File: src/rtl/lmbl_pkg.sv
`default_nettype none

package lmbl_pkg;

    // Link mode codes as they appear on the result.
    localparam logic [1:0] MODE_UNCONNECTED = 2'd0;
    localparam logic [1:0] MODE_CONNECTED   = 2'd1;
    localparam logic [1:0] MODE_PAIRING     = 2'd2;

    // Configuration register indexes.
    localparam logic [1:0] REG_SHUTDOWN_LIMIT  = 2'd0;
    localparam logic [1:0] REG_PAIRING_LIMIT   = 2'd1;
    localparam logic [1:0] REG_HOLD_LIMIT      = 2'd2;
    localparam logic [1:0] REG_LED_PERIOD_LAST = 2'd3;

    localparam int CfgAddrWidth = 4;
    localparam int CfgDataWidth = 32;

    // Reset values of the configuration registers.
    localparam logic [15:0] SHUTDOWN_LIMIT_RST  = 16'd18000;
    localparam logic [15:0] PAIRING_LIMIT_RST   = 16'd30000;
    localparam logic [7:0]  HOLD_LIMIT_RST      = 8'd100;
    localparam logic [9:0]  LED_PERIOD_LAST_RST = 10'd300;

    // Saturation points of the counters.
    localparam logic [15:0] TICK_MAX = 16'hFFFF;
    localparam logic [7:0]  HOLD_MAX = 8'hFF;

    // LED pattern: a short flash at the start of each cycle, a second flash
    // when unconnected, and a fast blink of period six while pairing.
    localparam logic [9:0] FLASH_END       = 10'd3;
    localparam logic [9:0] SECOND_FIRST    = 10'd20;
    localparam logic [9:0] SECOND_END      = 10'd23;
    localparam logic [2:0] BLINK_LAST      = 3'd5;
    localparam logic [2:0] BLINK_ON_END    = 3'd3;

    typedef struct packed {
        logic [15:0] shutdown_limit;
        logic [15:0] pairing_limit;
        logic [7:0]  hold_limit;
        logic [9:0]  led_period_last;
    } t_cfg;

    typedef struct packed {
        logic link_up;
        logic play_down;
        logic menu_down;
        logic middle_down;
    } t_btn;

    typedef struct packed {
        logic [1:0]  mode;
        logic        open_flag;
        logic [15:0] idle_ticks;
        logic [15:0] pair_ticks;
        logic [7:0]  hold_ticks;
        logic [9:0]  blink_phase;
        logic [2:0]  blink_mod6;
    } t_state;

    typedef struct packed {
        logic       led_lit;
        logic [1:0] link_mode;
        logic       accept_new_peers;
        logic       drop_link;
        logic       power_down;
    } t_res;

endpackage

`default_nettype wire

File: src/rtl/lmbl_cfg.sv
`default_nettype none

module lmbl_cfg (
    input  wire logic                                i_clk,
    input  wire logic                                i_rst_n,
    input  wire logic                                psel,
    input  wire logic                                penable,
    input  wire logic                                pwrite,
    input  wire logic [lmbl_pkg::CfgAddrWidth-1:0]   paddr,
    input  wire logic [lmbl_pkg::CfgDataWidth-1:0]   pwdata,
    output logic      [lmbl_pkg::CfgDataWidth-1:0]   prdata,
    output logic                                     pready,
    output lmbl_pkg::t_cfg                           o_cfg
);

    lmbl_pkg::t_cfg r_cfg;
    logic           w_wr;
    logic [1:0]     w_idx;

    assign pready = 1'b1;
    assign w_idx  = paddr[3:2];
    assign w_wr   = psel & penable & pwrite & pready;

    always_ff @(posedge i_clk) begin
        if (!i_rst_n) begin
            r_cfg.shutdown_limit  <= lmbl_pkg::SHUTDOWN_LIMIT_RST;
            r_cfg.pairing_limit   <= lmbl_pkg::PAIRING_LIMIT_RST;
            r_cfg.hold_limit      <= lmbl_pkg::HOLD_LIMIT_RST;
            r_cfg.led_period_last <= lmbl_pkg::LED_PERIOD_LAST_RST;
        end else if (w_wr) begin
            unique case (w_idx)
                lmbl_pkg::REG_SHUTDOWN_LIMIT:  r_cfg.shutdown_limit  <= pwdata[15:0];
                lmbl_pkg::REG_PAIRING_LIMIT:   r_cfg.pairing_limit   <= pwdata[15:0];
                lmbl_pkg::REG_HOLD_LIMIT:      r_cfg.hold_limit      <= pwdata[7:0];
                lmbl_pkg::REG_LED_PERIOD_LAST: r_cfg.led_period_last <= pwdata[9:0];
                default: ;
            endcase
        end
    end

    always_comb begin
        unique case (w_idx)
            lmbl_pkg::REG_SHUTDOWN_LIMIT:  prdata = {16'd0, r_cfg.shutdown_limit};
            lmbl_pkg::REG_PAIRING_LIMIT:   prdata = {16'd0, r_cfg.pairing_limit};
            lmbl_pkg::REG_HOLD_LIMIT:      prdata = {24'd0, r_cfg.hold_limit};
            lmbl_pkg::REG_LED_PERIOD_LAST: prdata = {22'd0, r_cfg.led_period_last};
            default:                       prdata = '0;
        endcase
    end

    assign o_cfg = r_cfg;

endmodule

`default_nettype wire

File: src/rtl/lmbl_step.sv
`default_nettype none

module lmbl_step (
    input  wire lmbl_pkg::t_cfg   i_cfg,
    input  wire lmbl_pkg::t_btn   i_btn,
    input  wire lmbl_pkg::t_state i_state,
    output lmbl_pkg::t_state      o_state,
    output lmbl_pkg::t_res        o_res
);

    logic [1:0]  w_mode_lnk;
    logic        w_open_lnk;
    logic [15:0] w_idle_lnk;
    logic [15:0] w_pair_lnk;
    logic        w_pdown;
    logic        w_led;
    logic [10:0] w_phase_inc;
    logic        w_wrap;
    logic        w_hold_met;
    logic        w_menu_combo;
    logic        w_play_combo;

    // Link mode update from the link flag and the two timeouts.
    always_comb begin
        w_mode_lnk = i_state.mode;
        w_open_lnk = i_state.open_flag;
        w_idle_lnk = i_state.idle_ticks;
        w_pair_lnk = i_state.pair_ticks;
        w_pdown    = 1'b0;
        if (i_btn.link_up && i_state.mode != lmbl_pkg::MODE_PAIRING) begin
            w_idle_lnk = '0;
            w_open_lnk = 1'b0;
            w_mode_lnk = lmbl_pkg::MODE_CONNECTED;
        end else if (i_state.mode == lmbl_pkg::MODE_PAIRING) begin
            if (i_state.pair_ticks != lmbl_pkg::TICK_MAX) begin
                w_pair_lnk = i_state.pair_ticks + 16'd1;
            end
            if (w_pair_lnk > i_cfg.pairing_limit) begin
                w_open_lnk = 1'b0;
                w_mode_lnk = lmbl_pkg::MODE_UNCONNECTED;
            end
        end else begin
            w_mode_lnk = lmbl_pkg::MODE_UNCONNECTED;
            if (i_state.idle_ticks != lmbl_pkg::TICK_MAX) begin
                w_idle_lnk = i_state.idle_ticks + 16'd1;
            end
            w_pdown = (w_idle_lnk > i_cfg.shutdown_limit);
        end
    end

    // LED level from the phase, using the mode after the link update.
    assign w_led = (i_state.blink_phase < lmbl_pkg::FLASH_END)
        || (i_state.blink_phase >= lmbl_pkg::SECOND_FIRST
            && i_state.blink_phase < lmbl_pkg::SECOND_END
            && w_mode_lnk == lmbl_pkg::MODE_UNCONNECTED)
        || (i_state.blink_mod6 < lmbl_pkg::BLINK_ON_END
            && w_mode_lnk == lmbl_pkg::MODE_PAIRING);

    assign w_phase_inc = {1'b0, i_state.blink_phase} + 11'd1;
    assign w_wrap      = (w_phase_inc > {1'b0, i_cfg.led_period_last});

    assign w_hold_met   = (i_state.hold_ticks > i_cfg.hold_limit);
    assign w_menu_combo = i_btn.menu_down & i_btn.middle_down & ~i_btn.play_down
                        & (w_mode_lnk == lmbl_pkg::MODE_UNCONNECTED);
    assign w_play_combo = i_btn.play_down & i_btn.middle_down & ~i_btn.menu_down
                        & (w_mode_lnk != lmbl_pkg::MODE_PAIRING);

    // Held button combinations act last.
    always_comb begin
        o_state.mode       = w_mode_lnk;
        o_state.open_flag  = w_open_lnk;
        o_state.idle_ticks = w_idle_lnk;
        o_state.pair_ticks = w_pair_lnk;
        o_state.hold_ticks = i_state.hold_ticks;
        o_res.drop_link    = 1'b0;
        if (w_menu_combo) begin
            if (w_hold_met) begin
                o_state.idle_ticks = '0;
            end else if (i_state.hold_ticks != lmbl_pkg::HOLD_MAX) begin
                o_state.hold_ticks = i_state.hold_ticks + 8'd1;
            end
        end else if (w_play_combo) begin
            if (w_hold_met) begin
                o_state.mode       = lmbl_pkg::MODE_PAIRING;
                o_state.open_flag  = 1'b1;
                o_state.pair_ticks = '0;
                o_res.drop_link    = 1'b1;
            end else if (i_state.hold_ticks != lmbl_pkg::HOLD_MAX) begin
                o_state.hold_ticks = i_state.hold_ticks + 8'd1;
            end
        end else begin
            o_state.hold_ticks = '0;
        end

        if (w_wrap) begin
            o_state.blink_phase = '0;
            o_state.blink_mod6  = '0;
        end else begin
            o_state.blink_phase = w_phase_inc[9:0];
            o_state.blink_mod6  = (i_state.blink_mod6 == lmbl_pkg::BLINK_LAST)
                                ? 3'd0 : i_state.blink_mod6 + 3'd1;
        end

        o_res.led_lit          = w_led;
        o_res.link_mode        = o_state.mode;
        o_res.accept_new_peers = o_state.open_flag;
        o_res.power_down       = w_pdown;
    end

endmodule

`default_nettype wire

File: src/rtl/link_mode_button_led_controller_top.sv
// An accepted input request passes through the input register and then the
// result register before its result request is offered.
// Throughput: one tick per cycle; the input and result registers stall only when
// the result side holds off.
// Reset: synchronous, active low on i_rst_n; the mode, counters and LED phase
// return to zero and the configuration registers to their defaults.
`default_nettype none

module link_mode_button_led_controller_top (
    input  wire logic                                i_clk,
    input  wire logic                                i_rst_n,
    // Configuration port
    input  wire logic                                psel,
    input  wire logic                                penable,
    input  wire logic                                pwrite,
    input  wire logic [lmbl_pkg::CfgAddrWidth-1:0]   paddr,
    input  wire logic [lmbl_pkg::CfgDataWidth-1:0]   pwdata,
    output logic      [lmbl_pkg::CfgDataWidth-1:0]   prdata,
    output logic                                     pready,
    // Tick input channel
    input  wire logic                                i_in_valid,
    output logic                                     o_in_ready,
    input  wire logic                                i_link_up,
    input  wire logic                                i_play_down,
    input  wire logic                                i_menu_down,
    input  wire logic                                i_middle_down,
    // Result channel
    output logic                                     o_out_valid,
    input  wire logic                                i_out_ready,
    output logic                                     o_led_lit,
    output logic      [1:0]                          o_link_mode,
    output logic                                     o_accept_new_peers,
    output logic                                     o_drop_link,
    output logic                                     o_power_down
);

    // The configuration registers live in their own block and feed the step logic
    // directly; the user must write them only while no tick is in flight (unenforced).
    lmbl_pkg::t_cfg   w_cfg;
    lmbl_pkg::t_btn   r_in;
    logic             r_in_valid;
    lmbl_pkg::t_state r_state;
    lmbl_pkg::t_state n_state;
    lmbl_pkg::t_res   r_out;
    lmbl_pkg::t_res   n_out;
    logic             r_out_valid;
    logic             w_advance;

    lmbl_cfg u_cfg (
        .i_clk   (i_clk),
        .i_rst_n (i_rst_n),
        .psel    (psel),
        .penable (penable),
        .pwrite  (pwrite),
        .paddr   (paddr),
        .pwdata  (pwdata),
        .prdata  (prdata),
        .pready  (pready),
        .o_cfg   (w_cfg)
    );

    // A tick moves from the input register into the result register whenever
    // the result register is empty or its request is being taken in the same
    // cycle. The controller state advances at exactly that edge, so each tick
    // sees the state left by the one before it.
    assign w_advance  = r_in_valid & (~r_out_valid | i_out_ready);
    assign o_in_ready = ~r_in_valid | w_advance;

    lmbl_step u_step (
        .i_cfg   (w_cfg),
        .i_btn   (r_in),
        .i_state (r_state),
        .o_state (n_state),
        .o_res   (n_out)
    );

    // Control flags of the two pipeline registers.
    always_ff @(posedge i_clk) begin
        if (!i_rst_n) begin
            r_in_valid  <= 1'b0;
            r_out_valid <= 1'b0;
        end else begin
            if (o_in_ready) begin
                r_in_valid <= i_in_valid;
            end
            if (w_advance) begin
                r_out_valid <= 1'b1;
            end else if (i_out_ready) begin
                r_out_valid <= 1'b0;
            end
        end
    end

    // Controller state: mode, pairing flag, counters and LED phase.
    always_ff @(posedge i_clk) begin
        if (!i_rst_n) begin
            r_state <= '0;
        end else if (w_advance) begin
            r_state <= n_state;
        end
    end

    // Payload registers carry no reset.
    always_ff @(posedge i_clk) begin
        if (i_in_valid && o_in_ready) begin
            r_in.link_up     <= i_link_up;
            r_in.play_down   <= i_play_down;
            r_in.menu_down   <= i_menu_down;
            r_in.middle_down <= i_middle_down;
        end
        if (w_advance) begin
            r_out <= n_out;
        end
    end

    assign o_out_valid        = r_out_valid;
    assign o_led_lit          = r_out.led_lit;
    assign o_link_mode        = r_out.link_mode;
    assign o_accept_new_peers = r_out.accept_new_peers;
    assign o_drop_link        = r_out.drop_link;
    assign o_power_down       = r_out.power_down;

`ifndef NO_ASSERTIONS
    // A disconnect request only ever comes with the switch into open pairing.
    a_drop_pairing: assert property (@(posedge i_clk) disable iff (!i_rst_n)
        (o_out_valid && o_drop_link) |->
            (o_link_mode == lmbl_pkg::MODE_PAIRING && o_accept_new_peers))
        else $error("drop_link without pairing mode");

    // Shutdown is flagged only from the unconnected branch.
    a_pdown_unconn: assert property (@(posedge i_clk) disable iff (!i_rst_n)
        (o_out_valid && o_power_down && !o_drop_link) |->
            (o_link_mode == lmbl_pkg::MODE_UNCONNECTED))
        else $error("power_down outside unconnected mode");

    // A tick held in the input register is not lost while the result side stalls.
    a_in_held: assert property (@(posedge i_clk) disable iff (!i_rst_n)
        (r_in_valid && !w_advance) |=> r_in_valid)
        else $error("input tick dropped during stall");
`endif

endmodule

`default_nettype wire

File: config.mk
export PLATFORM = sky130hd
export DESIGN_NAME = link_mode_button_led_controller_top
export DESIGN_NICKNAME = d
export VERILOG_FILES = /design/src/rtl/lmbl_pkg.sv /design/src/rtl/lmbl_cfg.sv /design/src/rtl/lmbl_step.sv /design/src/rtl/link_mode_button_led_controller_top.sv
export SDC_FILE = /design/constraint.sdc
export NUM_CORES = 1
export LEC_CHECK = 0
export BUFFER_PORTS_ARGS = -buffer_cell sky130_fd_sc_hd__buf_2
export CAP_MARGIN = 20
export CORE_ASPECT_RATIO = 0.9
export CORE_MARGIN = 2
export CORE_UTILIZATION = 50
export CTS_CLUSTER_DIAMETER = 30
export CTS_CLUSTER_SIZE = 28
export DETAILED_ROUTE_END_ITERATION = 8
export GPL_TIMING_DRIVEN = 1
export PLACE_DENSITY = 0.79
export SETUP_SLACK_MARGIN = 0.05
export SYNTH_ARGS = -nofsm -noshare
export SYNTH_HDL_FRONTEND = slang
export SYNTH_SLANG_ARGS = --single-unit
File: constraint.sdc
create_clock -name i_clk -period 5.3 [get_ports i_clk]
set_input_delay 0 -clock i_clk [delete_from_list [all_inputs] [get_ports i_clk]]
set_output_delay 0 -clock i_clk [all_outputs]
set_load 0.01 [all_outputs]
==> metrics.csv, run 1 <==
stage,metric,value,unit
clock_network,clk_pin_slew,0.05,ns
layout,finalNetCount,1035,
worst_setup_path,crit_path_max_fanout,9,
clock_network,cts_buffer_depth,2,
routing,vias,6481,
routing,wire_per_inst,16.4,µm
timing,slew_headroom,0.335,
worst_setup_path,regToRegStartpoint,r_state[21],
synthesis,ys.flop_type,dfxtp_1,
die,ios,88,
die,chipWidth,131,µm
min_path,hold_class,in -> reg,
routing,first_iter_violations,581,
placement,gp_congestion,0.911,
synthesis,netlist_area,7210,µm²
grt,grt_usage,0.254,
clock_network,cts.htree.levels,4,
timing,final.setup.tns,0,ns
synthesis,synth_compound_area_frac,0.163,
synthesis,synthAdderAreaFrac,0.0954,
layout,stdcell_area,8390,µm²
worst_setup_path,crit_arrival,4.59,ns
timing,fin_crit,4.41,ns
layout,final_common_cell,nand2_1,
worst_setup_path,cp-start-kind,flop,
synthesis,postSynth.asyncResetShare,0,
synthesis,synth-xor-area-share,0.0389,
pwr,power.leakage,3.60,nW
clock_network,cts_buffers,17,
synthesis,muxShareOfSynthArea,0.0604,
routing,viasPerCell,5.69,
layout,area_growth,16.3,%
synthesis,ys_ff_latch,118,
die,initial_core_util,0.513,
synthesis,synth.distinct_cells,72,
grt,grt_pass1_vias,6247,
timing,setup_violations,0,
worst_setup_path,end_kind,flop,
timing,tightest_slew,0.993,ns
routing,first_pass_iters,5,
clock_network,cts_resized,0,
timing,hold_slack,0.158,ns
clock_network,cts_tree,yes,
synthesis,synth_top_family_by_area,simple AND/OR/NAND/NOR gates,
job,drv_cap,0,
die,rows,41,
timing,clock_skew,0.00539,ns
pwr,cellPowerDensity,280,nW/µm²
synthesis,ys_seq_area_frac,0.341,
layout,drive_above_1_share,0.121,
die,die_h,118,µm
placement,placed_area,7510,µm²
worst_setup_path,critPathRequiredTime,5.48,ns
layout,most-common-layout-cells,"nand2_1, dfxtp_1, inv_1",
layout,antennaDiodeCount,0,
die,dieArea,15400,µm²
clock_network,post-cts-setup-buffers,0,
die,core,14100,µm²
min_path,hold_start,i_rst_n,
routing,routed_wl,18700,µm
timing,hold_viol_final,0,
synthesis,synth_edf_count,10,
timing,rsz0062_at_grt,false,
grt,grt_overflow,0,
worst_setup_path,rr_endpoint,o_led_lit,
clock_network,root_buffer,clkbuf_16,
worst_setup_path,path_class,reg -> reg,
synthesis,synthSimpleGateAreaFrac,0.225,
clock_network,clk_latency,0.43,ns
synthesis,yosys_warnings,0,
timing,max_freq,227,MHz
routing,ant_nets,0,
worst_setup_path,reg2reg_depth,14,
pwr,finalPower,0.00235,W
grt,grt_pass1_wl,31000,µm
run_status,run_status,finished clean,
synthesis,syn_inst,877,
synthesis,avgSynthCellArea,8.22,µm²
placement,portBuffers,52,
timing,fin_crit_sh,0.832,
min_path,hold_path_end,u_cfg.o_cfg[12],
grt,antenna_found_initial,0,
placement,dp_hpwl,13000,µm
routing,drcViolationCount,0,
grt,grt_start_max_net_pins,44,
pwr,peakVddDrop,0.000272,V
min_path,hold_depth,2,
clock_network,cts.sinks,118,
timing,drv_slew,0,
worst_setup_path,r2r_slack,0.89,ns
worst max-delay path by stage:
stage                 from   endpoint  slack, ns  depth (start not counted)
6_report       r_state[21]  o_led_lit       0.89                         14
4_1_cts        r_state[21]  o_led_lit       0.92                         14
3_5_place_dp   r_state[21]  o_led_lit       0.95                         14
5_1_grt        r_state[21]  o_led_lit       0.67                         14
2_1_floorplan  r_state[26]  o_led_lit       1.48                         16
3_3_place_gp   r_state[25]  o_led_lit       1.03                         14
sequential cells by signal (all words and copies together), names as in the netlist:
| register | flops |
|---|---|
| r_state | 56 |
| u_cfg.o_cfg | 50 |
| r_in | 4 |
| o_link_mode | 2 |
| o_accept_new_peers | 1 |
| o_drop_link | 1 |
| o_led_lit | 1 |
| o_out_valid | 1 |
| o_power_down | 1 |
| r_in_valid | 1 |
power breakdown:
group | switching (W) | internal (W)
Clock | 0.000414 | 0.000846
Sequential | 0.0000143 | 0.000915
Combinational | 0.0000993 | 0.0000609
Total | 0.000528 | 0.00182
per-stage QoR:
| stage | instances | worst slack (ns) | utilization |
|---|---|---|---|
| after floorplan | 892 | 1.48 | - |
| after global placement | 1084 | 1.03 | 0.535 |
| after detailed placement | 1084 | 0.947 | 0.535 |
| after CTS | 1139 | 0.920 | 0.597 |
| after global routing | 1139 | 0.673 | 0.597 |
| final | 1139 | 0.890 | 0.597 |
cell families after synthesis:
family / count (synthesis)
mux: 33
flops: 118
compound gates: 176
simple gates: 337
other cells: 2
buf+inv: 124
fa+ha+maj: 55
xor+xnor: 32
layer usage:
layer,track usage,part of all wire
met2,0.408,0.47
met5,0,0
met4,0.0878,0.023
met1,0.329,0.45
met3,0.0650,0.058
repair_timing:
item,4_1_cts,5_1_grt
hold buffers,23,0
setup endpoints to repair,0,0
endpoints found under the hold margin,56,0
cells in the mapped netlist, drive strengths merged (3+ instances only):
| master | number | area, µm² |
|---|---|---|
| mux2 | 4 | 45.0 |
| dfxtp | 108 | 2160 |
| buf | 28 | 178 |
| nand2 | 137 | 514 |
| nand2b | 5 | 31.3 |
| xnor2 | 18 | 158 |
| and3 | 15 | 93.8 |
| xor2 | 14 | 123 |
| nand4 | 18 | 119 |
| nor2b | 5 | 38.8 |
| nor2 | 62 | 235 |
| and4 | 5 | 43.8 |
| a221o | 3 | 30.0 |
| a21oi | 59 | 295 |
| or3 | 5 | 31.3 |
| o211ai | 20 | 150 |
| and2 | 7 | 43.8 |
| nand3 | 40 | 205 |
| or4 | 4 | 33.8 |
| nor4 | 5 | 37.5 |
| mux2i | 21 | 210 |
| o21ai | 38 | 190 |
| inv | 67 | 251 |
| or2 | 6 | 37.5 |
| o311ai | 3 | 43.8 |
| clkbuf | 28 | 105 |
| a31oi | 3 | 18.8 |
| o31ai | 3 | 27.5 |
| edfxtp | 10 | 300 |
| a32o | 7 | 70.1 |
| a22o | 13 | 114 |
| nor3 | 15 | 86.3 |
| mux4 | 8 | 180 |
| a21o | 6 | 45.0 |
| ha | 55 | 688 |
layout make-up:
cell class                 count  area (µm²)
multi-input combinational    650        4270
sequential                   118        2460
inverter                      68         255
fill                        1237        5670
timing repair buffer          78         513
clock inverter                 8         143
tap                          193         241
clock buffer                  24         502
worst max-delay path, cell delays in order, from the launching register on:
cell and delay, ns:
dfxtp_1 0.43, ha_1 0.38, nand4_1 0.12, or4_1 0.62
nand3_2 0.19, nor2_1 0.06, xor2_1 0.15, ha_1 0.30
nand2_1 0.12, nor3_1 0.06, or4_4 0.53, a221oi_4 0.38
or2_1 0.38, o22ai_1 0.14, a32o_1 0.28
Power figures use the tool's default switching activity.
==> inputs of run 2 (changes only) <==
- ABC_AREA: not set -> 1
- PLACE_DENSITY: 0.79 -> 0.82
- clock period: 5.3 -> 4 ns (I/O delays scaled with it)
==> run 2 against run 1 <==
  * Area after synthesis is 6.3% higher
  * Routed wire length is 9.0% higher
  * Worst hold slack worse by 0.036 ns
  * Cell count is 21% higher
  * Clock skew is 0.0033 ns higher
  * Via count is 17% higher
  * Clock power is 40% higher
  * Combinational power is 120% higher
  * Total power is 44% higher
  * Non-clock buffer count is 7 higher
  * Critical path type unchanged
  * Largest cell class unchanged
  * Largest power group unchanged
==> metrics.csv, run 2 <==
stage,metric,value,unit,change
placement,dp_hpwl,14100,µm,+8.0%
synthesis,synth_edf_count,10,,unchanged
synthesis,synth_top_area_share,0.282,,-0.0178
placement,gp_congestion,0.921,,+1.1%
layout,final_util,0.596,,-0.000681
clock_network,clk_pin_slew,0.05,ns,about the same
layout,largest_reg_flops,56,,unchanged
timing,setup_violations,0,,unchanged
clock_network,cts.sinks,118,,unchanged
synthesis,netlist_area,7670,µm²,+6.3%
routing,first_pass_iters,5,,unchanged
clock_network,post-cts-setup-buffers,0,,unchanged
grt,grt_pass1_vias,6936,,+11%
pwr,cellPowerDensity,381,nW/µm²,+36%
timing,slew_headroom,0.340,,+0.00507
timing,max_freq,282,MHz,+24%
grt,grt_overflow,0,,unchanged
synthesis,synth.distinct_cells,47,,-35%
synthesis,synth_top_cell_by_area,dfxtp_1,,
timing,tightest_slew,0.988,ns,-0.00500 ns
die,core,14900,µm²,+5.8%
die,ios,88,,unchanged
clock_network,root_buffer,clkbuf_16,,
layout,regMostFlops,r_state,,
synthesis,avgSynthCellArea,6.89,µm²,-16%
clock_network,cts_hold_buf,23,,unchanged
grt,grt_usage,0.258,,+0.00469
layout,most-common-layout-cells,"nand2_1, inv_1, a21oi_1",,
routing,routed_wl,20400,µm,+9.0%
job,drv_cap,0,,unchanged
die,die_h,121,µm,+3.0%
worst_setup_path,cp-start-kind,flop,,
min_path,hold_class,in -> reg,,
timing,fin_crit_sh,0.888,,+0.0557
die,chipWidth,135,µm,+3.0%
routing,vias,7560,,+17%
grt,antenna_found_initial,1,,+1
layout,instances_no_fill,1382,,+21%
clock_network,cts.htree.levels,4,,unchanged
grt,grt_start_max_net_pins,72,,+64%
synthesis,synth_top_cells_by_area,"dfxtp_1, nand2_1, ha_1, a21oi_1, inv_1",,
clock_network,cts_buffers,17,,unchanged
die,rows,42,,+2.4%
routing,wire_per_inst,14.8,µm,-10%
synthesis,synth.most_common_cell,nand2_1,,
synthesis,yosys_warnings,0,,unchanged
worst_setup_path,crit_arrival,3.86,ns,-0.73 ns
timing,rsz0062_at_grt,false,,
placement,dp_cells,1326,,+22%
layout,area_growth,15.6,%,
synthesis,postSynth.asyncResetShare,0,,unchanged
synthesis,syn_inst,1113,,+27%
timing,fin_crit,3.55,ns,-0.859 ns
synthesis,ys_seq_area_frac,0.321,,-0.0203
synthesis,ys_ff_latch,118,,unchanged
timing,clock_skew,0.00871,ns,+0.00332 ns
worst_setup_path,r2r_slack,0.45,ns,-0.44 ns
worst_setup_path,crit_path_max_fanout,20,,+11
worst_setup_path,end_kind,flop,,
pwr,peakVddDrop,0.000452,V,+66%
grt,grt_pass1_wl,33400,µm,+7.8%
routing,first_iter_violations,684,,+18%
clock_network,cts_resized,0,,unchanged
layout,final_common_cell,nand2_1,,
routing,ant_nets,0,,unchanged
worst_setup_path,path_class,reg -> reg,,
placement,portBuffers,52,,unchanged
layout,drive_above_1_share,0.120,,-0.000474
clock_network,clk_latency,0.42,ns,about the same
routing,drcViolationCount,0,,unchanged
layout,finalNetCount,1272,,+23%
clock_network,cts_tree,yes,,
timing,drv_slew,0,,unchanged
worst_setup_path,critPathRequiredTime,4.31,ns,-1.17 ns
clock_network,cts_buffer_depth,2,,unchanged
timing,hold_viol_final,0,,unchanged
synthesis,synth_commonest_cells,"nand2_1, inv_1, a21oi_1",,
die,dieArea,16300,µm²,+6.1%
synthesis,ys.flop_type,dfxtp_1,,
run_status,run_status,finished clean,,
pwr,power.leakage,4.00,nW,+11%
die,initial_core_util,0.515,,+0.00248
timing,final.setup.tns,0,ns,unchanged
routing,viasPerCell,5.47,,-3.9%
run 2: cell types whose count changed in the layout (fill, tap and decap cells not counted), moves of 13 or more:
cell	change
o21ai_0	+45
nor2_1	+19
mux2i_1	-21
a21oi_1	+52
nand3_1	+32
xnor2_1	-14
nand2_1	+113
inv_1	+66
a22o_1	-13
and3_1	-14
run 2: cell type report:
class / count / area [µm²]
clock inverter: 9 / 195
timing repair buffer: 85 / 566
multi-input combinational: 808 / 4390
clock buffer: 23 / 478
fill: 1298 / 6010
sequential: 118 / 2460
inverter: 140 / 526
tap: 198 / 248
antenna: 1 / 2.50
run 2: critical path, stage by stage, from the launching register on:
cell     delay (ns)
dfxtp_1        0.43
ha_1           0.24
nand2_1        0.08
nor2_2         0.14
inv_2          0.06
nor2_2         0.16
nand3_2        0.22
buf_4          0.29
nand2_1        0.10
ha_1           0.25
nand2_1        0.13
o21ai_0        0.11
a21oi_1        0.14
nand2_1        0.07
nand2_1        0.05
nand2_1        0.13
buf_4          0.27
nand2_1        0.09
nand3_1        0.22
nand2_1        0.18
nor2_1         0.05
run 2: power by group:
part	switching, W	leakage, nW	internal [W]	total, W
sequential	0.0000296	0.971	0.00123	0.00126
clock	0.000542	0.331	0.00121	0.00176
combinational	0.000235	2.70	0.000123	0.000358
run 2: cells by family after synthesis:
group / Yosys count / synth area share
XOR/XNOR: 27 / 0.0318
buffers and inverters: 202 / 0.114
AND/OR/NAND/NOR: 466 / 0.264
AO/OA/AOI/OAI: 243 / 0.179
other: 2 / 0.000980
adder cells (fa/ha/maj): 55 / 0.0898
flip-flops: 118 / 0.321
run 2: metal layers:
layer  vias to the layer above  GRT usage  routed length, µm
met5                         -          0                  0
met4                         0     0.0882                415
met3                        35     0.0693               1880
met2                       316      0.405               9110
met1                      3473      0.344               8990
li1                       3736          -                  -
run 2: through the flow:
step | worst slack (ns) | hold WS, ns | total power, W | cell area (µm²)
6_report | 0.449 | 0.122 | 0.00337 | 8860
3_5_place_dp | 0.548 | 0.178 | 0.00161 | 7960
2_1_floorplan | 1.06 | 0.0989 | 0.00152 | 7720
3_3_place_gp | 0.621 | 0.176 | 0.00160 | 7960
5_1_grt | 0.154 | 0.137 | 0.00350 | 8860
4_1_cts | 0.472 | 0.104 | 0.00338 | 8860
run 2: worst paths after layout:
| check | startpoint | end | cells after the start |
|---|---|---|---|
| max reg2reg | r_state[21] | r_state[19] | 20 |
| min reg2reg | r_state[2] | r_state[2] | 2 |
| min | paddr[3] | u_cfg.o_cfg[15] | 4 |
| max | r_state[21] | r_state[19] | 20 |
==> inputs of run 3 (changes only) <==
- BUFFER_PORTS_ARGS: -buffer_cell sky130_fd_sc_hd__buf_2 -> -buffer_cell sky130_fd_sc_hd__clkbuf_2
- PLACE_DENSITY: 0.82 -> 0.81
- SYNTH_HIERARCHICAL: not set -> 1
==> run 3 against run 2 <==
  * Total power is 4.3% higher
  * Sequential power is 6% higher
  * Critical endpoint is now r_state[51]
  * Maximum frequency is 3.1% higher
  * Setup slack better by 0.11 ns
  * Combinational power is 77% higher
  * Critical path type unchanged
  * Synthesized cell count is 35% higher
  * Area after synthesis is 20% higher
==> metrics.csv, run 3 <==
stage,metric,value,unit,change
pwr,switching_share,0.302,,+0.0624
synthesis,synth_top_cell_by_area,dfxtp_1,,
worst_setup_path,crit_path_start,r_state[22],,
worst_setup_path,crit_arrival,3.77,ns,-0.09 ns
timing,final.setup.tns,0,ns,unchanged
job,drv_cap,0,,unchanged
placement,portBuffers,52,,unchanged
worst_setup_path,crit_path_max_fanout,14,,-30%
layout,drive_above_1_share,0.0963,,-0.0237
clock_network,cts_buffer_depth,2,,unchanged
clock_network,cts_tree,yes,,
timing,rsz0062_at_grt,false,,
timing,fin_crit,3.44,ns,-0.106 ns
die,core,18200,µm²,+23%
worst_setup_path,path_class,reg -> reg,,
pwr,power_frac_seq,0.378,,+0.005
synthesis,yosys_warnings,6,,+6
clock_network,cts.htree.levels,4,,unchanged
layout,largest_reg_flops,56,,unchanged
pwr,power.leakage,5.19,nW,+30%
grt,grt_start_max_net_pins,108,,+50%
layout,most-common-layout-cells,"nand2_1, inv_1, nor2_1",,
layout,regMostFlops,r_state,,
run_status,run_status,finished clean,,
layout,final_util,0.563,,-0.0328
synthesis,netlist_area,9240,µm²,+20%
die,die_h,133,µm,+9.5%
synthesis,postSynth.asyncResetShare,0,,unchanged
synthesis,synth.distinct_cells,40,,-15%
pwr,clkPwrFrac,0.442,,-0.079
synthesis,ys_ff_latch,118,,unchanged
timing,slew_headroom,0.467,,+0.127
routing,drcViolationCount,0,,unchanged
routing,first_iter_violations,708,,+3.5%
timing,setup_violations,0,,unchanged
routing,wire_per_inst,13.4,µm,-9.2%
routing,routed_wl,24000,µm,+18%
timing,clock_skew,0.0140,ns,+0.00532 ns
synthesis,ys.flop_type,dfxtp_1,,
timing,max_freq,290,MHz,+3.1%
layout,antennaDiodeCount,0,,-1
worst_setup_path,end_kind,flop,,
timing,fin_crit_sh,0.861,,-0.0265
worst_setup_path,cp-start-kind,flop,,
worst_setup_path,r2r_slack,0.56,ns,+0.11 ns
layout,finalNetCount,1637,,+29%
die,chipWidth,147,µm,+9.5%
placement,gp_congestion,0.886,,-3.8%
die,dieArea,19600,µm²,+20%
clock_network,clk_pin_slew,0.06,ns,about the same
min_path,hold_class,in -> reg,,
clock_network,post-cts-setup-buffers,0,,unchanged
die,ios,88,,unchanged
pwr,p_sw,0.00106,W,+32%
routing,ant_nets,0,,unchanged
die,rows,47,,+12%
timing,drv_slew,0,,unchanged
synthesis,synth_commonest_cells,"nand2_1, inv_1, nor2_1",,
timing,tightest_slew,0.799,ns,-0.190 ns
synthesis,synth_top_cells_by_area,"dfxtp_1, nand2_1, nand3_1, inv_1, nor2_1",,
timing,hold_viol_final,0,,unchanged
clock_network,clk_latency,0.43,ns,about the same
routing,vias,9477,,+25%
grt,grt_pass1_vias,8537,,+23%
synthesis,synth_edf_count,10,,unchanged
grt,grt_usage,0.247,,-0.0117
grt,grt_overflow,0,,unchanged
layout,fillers,1717,,+32%
min_path,hold_start,pwdata[0],,
synthesis,avgSynthCellArea,6.15,µm²,-11%
layout,final_common_cell,nand2_1,,
worst_setup_path,regToRegStartpoint,r_state[22],,
synthesis,synth_top_area_share,0.234,,-0.0480
routing,first_pass_iters,5,,unchanged
clock_network,cts_buffers,17,,unchanged
synthesis,ys_seq_area_frac,0.267,,-0.0546
pwr,p_int,0.00246,W,-4.3%
die,initial_core_util,0.507,,-0.00875
pwr,peakVddDrop,0.000302,V,-33%
grt,antenna_found_initial,0,,-1
placement,dp_hpwl,16400,µm,+17%
grt,grt_pass1_wl,39600,µm,+19%
synthesis,synth.most_common_cell,nand2_1,,
worst_setup_path,critPathRequiredTime,4.33,ns,+0.02 ns
routing,viasPerCell,5.29,,-3.3%
synthesis,syn_inst,1502,,+35%
pwr,combPwrFrac,0.180,,+0.074
clock_network,cts.sinks,118,,unchanged
clock_network,root_buffer,clkbuf_16,,
pwr,cellPowerDensity,343,nW/µm²,-10%
layout,area_growth,11.2,%,
run 3: final timing paths:
kind / to / cells past startpoint
worst max-delay path: r_state[51] / 23
worst min-delay path: u_cfg/o_cfg[34] / 5
worst max register to register: r_state[51] / 23
worst min register to register: u_cfg/o_cfg[44] / 2
run 3: routing by layer:
| metal | vias up | track usage | routed length, µm | part of all wire |
|---|---|---|---|---|
| li1 | 4788 | - | - | - |
| met1 | 4250 | 0.307 | 10100 | 0.42 |
| met2 | 377 | 0.409 | 11300 | 0.47 |
| met3 | 62 | 0.0562 | 1890 | 0.079 |
| met4 | 0 | 0.110 | 734 | 0.031 |
| met5 | - | 0 | 0 | 0 |
run 3: layout make-up:
type / count / area [µm²] / share of cell area
clock buffer: 21 / 472 / 0.0459
timing repair buffer: 88 / 619 / 0.0603
clock inverter: 10 / 118 / 0.0115
multi-input combinational: 1096 / 5480 / 0.534
inverter: 214 / 803 / 0.0782
sequential: 118 / 2470 / 0.240
tap: 245 / 307 / 0.0299
run 3: timing repair:
item,4_1_cts,5_1_grt
endpoints found under the hold margin,52,16
hold buffers,21,1
resized for setup,0,1
endpoints found under the setup margin,0,13
run 3: cells by family after synthesis:
family,after synthesis,share of synthesized area
simple gates,849,0.399
xor+xnor,25,0.0237
buf+inv,303,0.147
flops,118,0.267
fa+ha+maj,55,0.0745
compound gates,150,0.0880
other cells,2,0.000813
run 3: through the flow:
step / setup WS, ns / std cells / hold WS (ns) / cell area, µm² / total power, W
2_1_floorplan: 0.926 / 1517 / 0.0989 / 9290 / 0.00182
3_3_place_gp: 0.567 / 1736 / 0.181 / 9400 / 0.00193
3_5_place_dp: 0.449 / 1736 / 0.180 / 9400 / 0.00195
4_1_cts: 0.434 / 1788 / 0.00657 / 10200 / 0.00352
5_1_grt: 0.0879 / 1792 / 0.0362 / 10300 / 0.00369
6_report: 0.555 / 1792 / 0.0161 / 10300 / 0.00352
run 3: power groups by stage:
| stage | clock network (W) | logic, W | registers [W] |
|---|---|---|---|
| after floorplan | 0 | 0.000496 | 0.00133 |
| after global placement | 0 | 0.000578 | 0.00135 |
| after detailed placement | 0 | 0.000597 | 0.00135 |
| after CTS | 0.00157 | 0.000618 | 0.00133 |
| after global routing | 0.00163 | 0.000720 | 0.00134 |
| final | 0.00155 | 0.000633 | 0.00133 |
run 3: worst max-delay path, stage by stage (launching register included):
cell and delay, ns:
dfxtp_1 0.40, ha_1 0.19, nand2_1 0.07, inv_1 0.08
nand2_1 0.09, nor2_1 0.27, nand3_1 0.13, xor2_1 0.21
nand2_1 0.09, ha_1 0.28, nand2_1 0.08, nor3_1 0.27
nand2_1 0.09, nand2_1 0.06, nand2_1 0.07, nand2_2 0.13
buf_4 0.25, nand4_1 0.19, nand2_1 0.10, inv_1 0.05
inv_1 0.05, nand3_1 0.07, nand2_1 0.09, nor2_1 0.05
